**src/design/assert_macros.svh**
```systemverilog
// ---------------------------------------------------------------------------
// Assertion macros shared by the RTL
// ---------------------------------------------------------------------------
`ifndef ASSERT_MACROS_SVH
`define ASSERT_MACROS_SVH

// Condition must hold at every clock edge outside reset.
`define SFR_ASSERT(lbl, cond, msg) \
  lbl: assert property (@(posedge clk_i) disable iff (!rst_ni) (cond)) \
    else $error(msg);

// When trig holds, cond must hold at the next clock edge.
`define SFR_ASSERT_NEXT(lbl, trig, cond, msg) \
  lbl: assert property (@(posedge clk_i) disable iff (!rst_ni) (trig) |=> (cond)) \
    else $error(msg);

`endif

```
**src/design/sfr_pkg.sv**
```systemverilog
// ---------------------------------------------------------------------------
// sfr_pkg
// Shared types and constants of the serial frame receiver.
// ---------------------------------------------------------------------------
`default_nettype none

package sfr_pkg;

  localparam int unsigned ByteW = 8;

  // configuration register indexes
  localparam int unsigned CfgAddrW = 1;
  localparam logic [CfgAddrW-1:0] CFG_HEADER_FIRST  = 1'b0;
  localparam logic [CfgAddrW-1:0] CFG_HEADER_SECOND = 1'b1;

  localparam logic [ByteW-1:0] HeaderFirstRst  = 8'hAA;
  localparam logic [ByteW-1:0] HeaderSecondRst = 8'h55;

  // length byte counts header, length and checksum bytes
  localparam logic [ByteW-1:0] LenOverhead = 8'd4;
  localparam logic [ByteW-1:0] LenMin      = 8'd5;

  typedef enum logic [1:0] {
    KIND_PAYLOAD = 2'd0,
    KIND_GOOD    = 2'd1,
    KIND_BAD     = 2'd2,
    KIND_LENERR  = 2'd3
  } kind_e;

  typedef struct packed {
    kind_e             kind;
    logic [ByteW-1:0]  data_byte;
    logic [ByteW-1:0]  byte_index;
  } sfr_res_t;

endpackage

`default_nettype wire

```
**src/design/sfr_in_reg.sv**
```systemverilog
// ---------------------------------------------------------------------------
// sfr_in_reg
// Input register: holds one received byte until the parser consumes it.
// ---------------------------------------------------------------------------
`default_nettype none

module sfr_in_reg
  import sfr_pkg::*;
(
  input  wire logic             clk_i,
  input  wire logic             rst_ni,
  input  wire logic             in_valid_i,
  output logic                  in_ready_o,
  input  wire logic [ByteW-1:0] in_byte_i,
  output logic                  byte_valid_o,
  output logic [ByteW-1:0]      byte_o,
  input  wire logic             byte_take_i
);

  logic             valid_q, valid_d;
  logic [ByteW-1:0] byte_q;

  assign in_ready_o = !valid_q || byte_take_i;

  always_comb begin
    valid_d = valid_q;
    if (in_ready_o) begin
      valid_d = in_valid_i;
    end
  end

  always_ff @(posedge clk_i or negedge rst_ni) begin
    if (!rst_ni) begin
      valid_q <= 1'b0;
    end else begin
      valid_q <= valid_d;
    end
  end

  always_ff @(posedge clk_i) begin
    if (in_ready_o && in_valid_i) begin
      byte_q <= in_byte_i;
    end
  end

  assign byte_valid_o = valid_q;
  assign byte_o       = byte_q;

endmodule

`default_nettype wire

```
**src/design/sfr_parser.sv**
```systemverilog
// ---------------------------------------------------------------------------
// sfr_parser
// Frame state machine, header registers and checksum accumulator.
// ---------------------------------------------------------------------------
`default_nettype none

module sfr_parser
  import sfr_pkg::*;
(
  input  wire logic                clk_i,
  input  wire logic                rst_ni,
  input  wire logic                cfg_we_i,
  input  wire logic [CfgAddrW-1:0] cfg_addr_i,
  input  wire logic [ByteW-1:0]    cfg_wdata_i,
  input  wire logic                byte_valid_i,
  input  wire logic [ByteW-1:0]    byte_i,
  output logic                     byte_take_o,
  input  wire logic                res_free_i,
  output logic                     res_valid_o,
  output sfr_res_t                 res_o
);

  `include "assert_macros.svh"

  localparam logic [2:0] PH_HEAD1   = 3'd0;
  localparam logic [2:0] PH_HEAD2   = 3'd1;
  localparam logic [2:0] PH_LEN     = 3'd2;
  localparam logic [2:0] PH_PAYLOAD = 3'd3;
  localparam logic [2:0] PH_CSUM    = 3'd4;

  logic [ByteW-1:0] hdr_first_q, hdr_second_q;
  logic [2:0]       phase_q, phase_d;
  logic [ByteW-1:0] left_q, left_d;
  logic [ByteW-1:0] sum_q, sum_d;
  logic [ByteW-1:0] pos_q, pos_d;
  logic             has_res;

  always_ff @(posedge clk_i or negedge rst_ni) begin
    if (!rst_ni) begin
      hdr_first_q  <= HeaderFirstRst;
      hdr_second_q <= HeaderSecondRst;
    end else if (cfg_we_i) begin
      case (cfg_addr_i)
        CFG_HEADER_FIRST:  hdr_first_q  <= cfg_wdata_i;
        CFG_HEADER_SECOND: hdr_second_q <= cfg_wdata_i;
        default: ;
      endcase
    end
  end

  always_comb begin
    phase_d          = phase_q;
    left_d           = left_q;
    sum_d            = sum_q;
    pos_d            = pos_q;
    has_res          = 1'b0;
    res_o.kind       = KIND_PAYLOAD;
    res_o.data_byte  = byte_i;
    res_o.byte_index = '0;
    case (phase_q)
      PH_HEAD2: begin
        if (byte_i == hdr_second_q) begin
          sum_d   = sum_q + byte_i;
          phase_d = PH_LEN;
        end else begin
          phase_d = PH_HEAD1;
        end
      end
      PH_LEN: begin
        if (byte_i < LenMin) begin
          has_res    = 1'b1;
          res_o.kind = KIND_LENERR;
          phase_d    = PH_HEAD1;
        end else begin
          sum_d   = sum_q + byte_i;
          left_d  = byte_i - LenOverhead;
          pos_d   = '0;
          phase_d = PH_PAYLOAD;
        end
      end
      PH_PAYLOAD: begin
        has_res          = 1'b1;
        res_o.byte_index = pos_q;
        sum_d            = sum_q + byte_i;
        pos_d            = pos_q + 8'd1;
        left_d           = left_q - 8'd1;
        if (left_q == 8'd1) begin
          phase_d = PH_CSUM;
        end
      end
      PH_CSUM: begin
        has_res    = 1'b1;
        res_o.kind = (byte_i == sum_q) ? KIND_GOOD : KIND_BAD;
        phase_d    = PH_HEAD1;
      end
      default: begin
        // unused codes hunt like the first header phase
        if (byte_i == hdr_first_q) begin
          sum_d   = byte_i;
          phase_d = PH_HEAD2;
        end else begin
          phase_d = PH_HEAD1;
        end
      end
    endcase
  end

  // a byte with a result waits for a free output slot
  assign byte_take_o = byte_valid_i && (!has_res || res_free_i);
  assign res_valid_o = byte_take_o && has_res;

  always_ff @(posedge clk_i or negedge rst_ni) begin
    if (!rst_ni) begin
      phase_q <= PH_HEAD1;
      left_q  <= '0;
      sum_q   <= '0;
      pos_q   <= '0;
    end else if (byte_take_o) begin
      phase_q <= phase_d;
      left_q  <= left_d;
      sum_q   <= sum_d;
      pos_q   <= pos_d;
    end
  end

  `SFR_ASSERT_NEXT(a_len_ok, byte_take_o && phase_q == PH_LEN && byte_i >= LenMin,
    phase_q == PH_PAYLOAD && left_q != '0, "valid length did not start payload")
  `SFR_ASSERT_NEXT(a_sum_seed, byte_take_o && phase_q == PH_HEAD1 && byte_i == hdr_first_q,
    sum_q == $past(byte_i), "checksum not seeded by first header byte")
  `SFR_ASSERT(a_payload_left, phase_q != PH_PAYLOAD || left_q != '0,
    "payload phase with no bytes left")

endmodule

`default_nettype wire

```
**src/design/sfr_out_reg.sv**
```systemverilog
// ---------------------------------------------------------------------------
// sfr_out_reg
// Result register: holds one result request until the sink takes it.
// ---------------------------------------------------------------------------
`default_nettype none

module sfr_out_reg
  import sfr_pkg::*;
(
  input  wire logic     clk_i,
  input  wire logic     rst_ni,
  input  wire logic     res_valid_i,
  input  wire sfr_res_t res_i,
  output logic          res_free_o,
  output logic          out_valid_o,
  input  wire logic     out_ready_i,
  output sfr_res_t      out_o
);

  logic     valid_q, valid_d;
  sfr_res_t res_q;

  assign res_free_o = !valid_q || out_ready_i;

  always_comb begin
    valid_d = valid_q;
    if (res_valid_i) begin
      valid_d = 1'b1;
    end else if (out_ready_i) begin
      valid_d = 1'b0;
    end
  end

  always_ff @(posedge clk_i or negedge rst_ni) begin
    if (!rst_ni) begin
      valid_q <= 1'b0;
    end else begin
      valid_q <= valid_d;
    end
  end

  always_ff @(posedge clk_i) begin
    if (res_valid_i) begin
      res_q <= res_i;
    end
  end

  assign out_valid_o = valid_q;
  assign out_o       = res_q;

endmodule

`default_nettype wire

```
**src/design/serial_frame_receiver_unit.sv**
```systemverilog
// ---------------------------------------------------------------------------
// serial_frame_receiver_unit
// Byte stream deframer: two sync bytes, length, payload, additive checksum.
// ---------------------------------------------------------------------------
// Channel      Dir  Payload
// s_axis       in   tdata[7:0] rx_byte
// m_axis       out  tdata[7:0] data_byte, [15:8] byte_index; tuser[1:0] kind
// cfg          in   index 0 header_first, 1 header_second; no read-back
//
// One byte per cycle while the output keeps up; a byte enters the input
// register, is parsed from there and its result lands in the output register.
// Reset (async, active low) clears all control state and loads the sync
// byte defaults; a stalled output holds back only bytes that make a result.
// ---------------------------------------------------------------------------
`default_nettype none

module serial_frame_receiver_unit
  import sfr_pkg::*;
(
  input  wire logic                clk_i,
  input  wire logic                rst_ni,
  input  wire logic                cfg_we_i,
  input  wire logic [CfgAddrW-1:0] cfg_addr_i,
  input  wire logic [ByteW-1:0]    cfg_wdata_i,
  input  wire logic                s_axis_tvalid,
  output logic                     s_axis_tready,
  input  wire logic [7:0]          s_axis_tdata,  // [7:0] rx_byte
  output logic                     m_axis_tvalid,
  input  wire logic                m_axis_tready,
  output logic [15:0]              m_axis_tdata,  // [7:0] data_byte, [15:8] byte_index
  output logic [1:0]               m_axis_tuser   // [1:0] kind
);

  `include "assert_macros.svh"

  logic             byte_valid, byte_take, res_valid, res_free;
  logic [ByteW-1:0] byte_val;
  sfr_res_t         res, out_res;

  sfr_in_reg u_in (
    .clk_i        (clk_i),
    .rst_ni       (rst_ni),
    .in_valid_i   (s_axis_tvalid),
    .in_ready_o   (s_axis_tready),
    .in_byte_i    (s_axis_tdata),
    .byte_valid_o (byte_valid),
    .byte_o       (byte_val),
    .byte_take_i  (byte_take)
  );

  sfr_parser u_parser (
    .clk_i        (clk_i),
    .rst_ni       (rst_ni),
    .cfg_we_i     (cfg_we_i),
    .cfg_addr_i   (cfg_addr_i),
    .cfg_wdata_i  (cfg_wdata_i),
    .byte_valid_i (byte_valid),
    .byte_i       (byte_val),
    .byte_take_o  (byte_take),
    .res_free_i   (res_free),
    .res_valid_o  (res_valid),
    .res_o        (res)
  );

  sfr_out_reg u_out (
    .clk_i       (clk_i),
    .rst_ni      (rst_ni),
    .res_valid_i (res_valid),
    .res_i       (res),
    .res_free_o  (res_free),
    .out_valid_o (m_axis_tvalid),
    .out_ready_i (m_axis_tready),
    .out_o       (out_res)
  );

  assign m_axis_tdata = {out_res.byte_index, out_res.data_byte};
  assign m_axis_tuser = out_res.kind;

  `SFR_ASSERT(a_end_index, !m_axis_tvalid || m_axis_tuser == KIND_PAYLOAD ||
    m_axis_tdata[15:8] == 8'd0, "frame end or length error with nonzero index")
  `SFR_ASSERT_NEXT(a_res_lands, res_valid, m_axis_tvalid,
    "parsed result did not reach the output register")
  `SFR_ASSERT_NEXT(a_no_drop, m_axis_tvalid && !m_axis_tready && !res_valid,
    m_axis_tvalid && $stable(m_axis_tdata), "held result lost or changed")

endmodule

`default_nettype wire

```
**config.mk**
```make
export PLATFORM = sky130hd
export DESIGN_NAME = serial_frame_receiver_unit
export DESIGN_NICKNAME = d
export VERILOG_FILES = /design/src/design/sfr_pkg.sv /design/src/design/sfr_in_reg.sv /design/src/design/sfr_parser.sv /design/src/design/sfr_out_reg.sv /design/src/design/serial_frame_receiver_unit.sv
export VERILOG_INCLUDE_DIRS = /design/src /design/src/design
export SDC_FILE = /design/constraint.sdc
export NUM_CORES = 1
export LEC_CHECK = 0
export BUFFER_PORTS_ARGS = -buffer_cell sky130_fd_sc_hd__buf_2
export CORE_ASPECT_RATIO = 1.4
export CORE_MARGIN = 4
export CORE_UTILIZATION = 45
export CTS_CLUSTER_DIAMETER = 120
export DETAILED_ROUTE_END_ITERATION = 6
export GPL_TIMING_DRIVEN = 0
export PLACE_DENSITY = 0.68
export SYNTH_ARGS = -nofsm -noshare
export SYNTH_HDL_FRONTEND = slang
export SYNTH_HIERARCHICAL = 1
export SYNTH_SLANG_ARGS = --single-unit
```
**constraint.sdc**
```tcl
create_clock -name clk_i -period 2.41 [get_ports clk_i]
set_input_delay 0.482 -clock clk_i [delete_from_list [all_inputs] [get_ports clk_i]]
set_output_delay 0.482 -clock clk_i [all_outputs]
set_load 0.02 [all_outputs]
```
==> results.json <==
{
  "setup_viol": 1,
  "ant_nets": 0,
  "path_max_fanout": 3,
  "core_area_sq_um": 8200,
  "setup_slack_ps": -29.8,
  "cts_buffer_depth": 2,
  "use_met1_pct": 21.6,
  "die_area_sq_um": 10000,
  "synth_area_leaders": "dfrtp_1 24%, edfxtp_1 20%, dfstp_2 5.5%",
  "antenna_found_initial": 0,
  "synth_top_area_share_pct": 24.3,
  "multiInputGateArea_sq_um": 1740,
  "critPathMaxStageDelay_ps": 440,
  "post-route-period-util_pct": 101,
  "clk_pin_slew_ps": 60,
  "syn_avg_cell_area_sq_um": 10.8,
  "powerDensity_nw_per_um2": 726,
  "min_path_type": "primary input to flip-flop",
  "cts_hold_buf": 0,
  "leakage_nw": 1.96,
  "grt_use_met3_pct": 5.53,
  "fin_nets": 455,
  "vias_per_cell": 5.56,
  "whs_ps": 324,
  "synth_nets": 388,
  "layout-drive-gt1-share_pct": 28.2,
  "grt_pass1_vias": 2919,
  "grt_setup_unrepaired": "yes",
  "start_util_pct": 46.5,
  "slew_headroom_pct": 27.9,
  "worstSetupPathType": "flip-flop to output pin",
  "synth_edf_count": 26,
  "power.internal_w": 0.00242,
  "io_buffers": 41,
  "crit_top_cell": "buf_6",
  "syn-cell-area_sq_um": 3810,
  "post-route-drc-count": 0,
  "register_area_sq_um": 1920,
  "worst_pin_slew_ps": 1080,
  "clock.fmax_mhz": 410,
  "crit_chain": "buf_6, nor4_4, nand4_2, a41o_1, nand2b_4, buf_6",
  "cp.arrival_ps": 1960,
  "die_h_um": 117,
  "synth-seq-cells": 71,
  "htree_levels": 3,
  "hold_viol_final": 0,
  "p_comb_share_pct": 20.3,
  "synthArstFlopShare_pct": 63.4,
  "cp-end-kind": "output pin",
  "grt_use_met2_pct": 32.0,
  "cts-buffers-inserted": 9,
  "clock_power_share_pct": 35.7,
  "status": "finished, violations left",
  "vias": 2931,
  "reg2reg_slack_ps": 80,
  "slowest_stage": "edfxtp_1",
  "place_hpwl_um": 6010,
  "insertedDiodeCount": 0,
  "grt_max_degree": 46,
  "pin_count": 42,
  "yosysTopAreaCell": "dfrtp_1",
  "tritoncts": "yes",
  "vdd_drop_max_v": 0.000507,
  "synthCells": 353,
  "grt_first_pass_wirelength_um": 14300,
  "yosysMostFrequentCell": "dfrtp_1",
  "cap_viol_max_count": 0,
  "cts.sinks": 71,
  "synth_commonest_cells": "37 x dfrtp_1, 27 x nand2_1, 26 x edfxtp_1",
  "dr.pass1.iters": 4,
  "switchingPower_w": 0.000896,
  "yosysWarnings": 6,
  "rows": 39,
  "final_util_pct": 55.7,
  "fin_crit_ps": 2440,
  "wl_per_cell_um": 16.4,
  "num-fill-cells": 714,
  "area_growth_pct": 19.6,
  "cp-start-kind": "flip-flop",
  "dieWidth_um": 85.8,
  "insertion_delay_ps": 330,
  "grt_usage_pct": 18.5,
  "violations": "negative setup slack",
  "top_usage_layer": "met2",
  "swShare_pct": 27.1,
  "skew_ps": 11.4,
  "drt_iter0_drc": 186,
  "p_seq_share_pct": 44.1,
  "wirelength_um": 8670,
  "cp.required_ps": 1930,
  "grt-ovfl-total": 0,
  "drv_slew": 0,
  "yosysSeqAreaShare_pct": 50.2,
  "root_buffer": "clkbuf_16",
  "ys.flop_type": "dfrtp_1",
  "synth_cell_types": 60,
  "gp_congestion": 0.874
}
-- critical path, delay by kind of cell, from the launching register on --
family | cells | cell delay (ps)
buffers and inverters | 2 | 300
DFF | 1 | 440
and+or+nand+nor | 3 | 610
AOI/OAI and AO/OA | 1 | 280
-- layout make-up --
class / instances / share of cell area (%)
flip-flops and latches: 71 / 42.0
multi-input cells: 246 / 38.2
repair buffers: 56 / 7.10
clock buffers: 14 / 5.56
plain buffers: 24 / 3.15
well taps: 102 / 2.80
inverters: 12 / 0.987
clock inverters: 2 / 0.219
-- metrics by stage --
stage               TNS [ps]  setup WS (ps)  total power (W)  cell area [sq um]  cells
floorplan                  0            270          0.00195               3820    353
global placement       -2620           -138          0.00208               4150    496
detailed placement     -3490           -179          0.00211               4150    496
CTS                    -93.0          -93.0          0.00332               4500    521
global route            -377          -87.9          0.00349               4560    527
finish                 -29.8          -29.8          0.00331               4560    527
-- cell usage in the layout, fill, tap and decap left out, drive strengths merged, types with 11 or more instances in the layout --
master  instances
inv            12
and3           11
nor2           21
xnor2          12
o21ai          23
dfrtp          37
edfxtp         26
mux2           19
ha             12
nand2          27
a21oi          15
buf            70
xor2           15
clkbuf         24
-- timing repair --
action                                 in CTS  in global routing
setup endpoints to repair                  23                 15
endpoints found under the hold margin       0                  0
setup buffers                               9                  6
resized for setup                           3                 11
pin swaps                                   1                  3
-- kinds of logic (layout without fill, tap and decap cells) --
family	after synthesis	in the layout	synth area share [%]
compound gates	69	69	11.5
fa+ha+maj	13	13	4.46
mux	19	19	5.61
xor+xnor	27	27	6.20
simple gates	118	118	17.3
buf+inv	36	108	4.76
flops	71	71	50.2
-- power groups by stage --
stage | Sequential [W] | Clock (W) | Combinational [W]
CTS | 0.00146 | 0.00122 | 0.000646
global route | 0.00147 | 0.00127 | 0.000756
finish | 0.00146 | 0.00118 | 0.000672
floorplan | 0.00146 | 0 | 0.000483
global placement | 0.00148 | 0 | 0.000597
detailed placement | 0.00149 | 0 | 0.000619
-- registers in the layout, indices dropped and copies added (netlist names) --
name,count
u_parser/pos_q,8
u_parser/left_q,8
u_parser/hdr_second_q,8
u_parser/phase_q,3
u_parser/sum_q,8
u_in/byte_valid_o,1
u_out/out_o,18
u_in/byte_o,8
u_parser/hdr_first_q,8
u_out/out_valid_o,1
-- per-layer routing --
metal  wire length [um]  vias to the layer above
met1               3540                     1427
li1                   -                     1417
met3                396                       13
met4                165                        0
met5                  0                        -
met2               4560                       74
-- final timing paths --
kind	from	to	cells past startpoint
min in group asynchronous	rst_ni	u_parser/left_q[2]$_DFFE_PN0P_	1
hold / removal	s_axis_tdata[0]	u_in/byte_o[0]$_DFFE_PP_	1
max in group asynchronous	rst_ni	u_out/out_valid_o$_DFFE_PN0P_	1
hold reg to reg	u_parser/sum_q[4]$_DFFE_PN0P_	u_parser/sum_q[4]$_DFFE_PN0P_	1
setup reg to reg	u_in/byte_o[7]$_DFFE_PP_	u_parser/sum_q[4]$_DFFE_PN0P_	9
setup / recovery	u_in/byte_o[5]$_DFFE_PP_	s_axis_tready	6
Note: power is estimated with default switching activity, not from simulation.
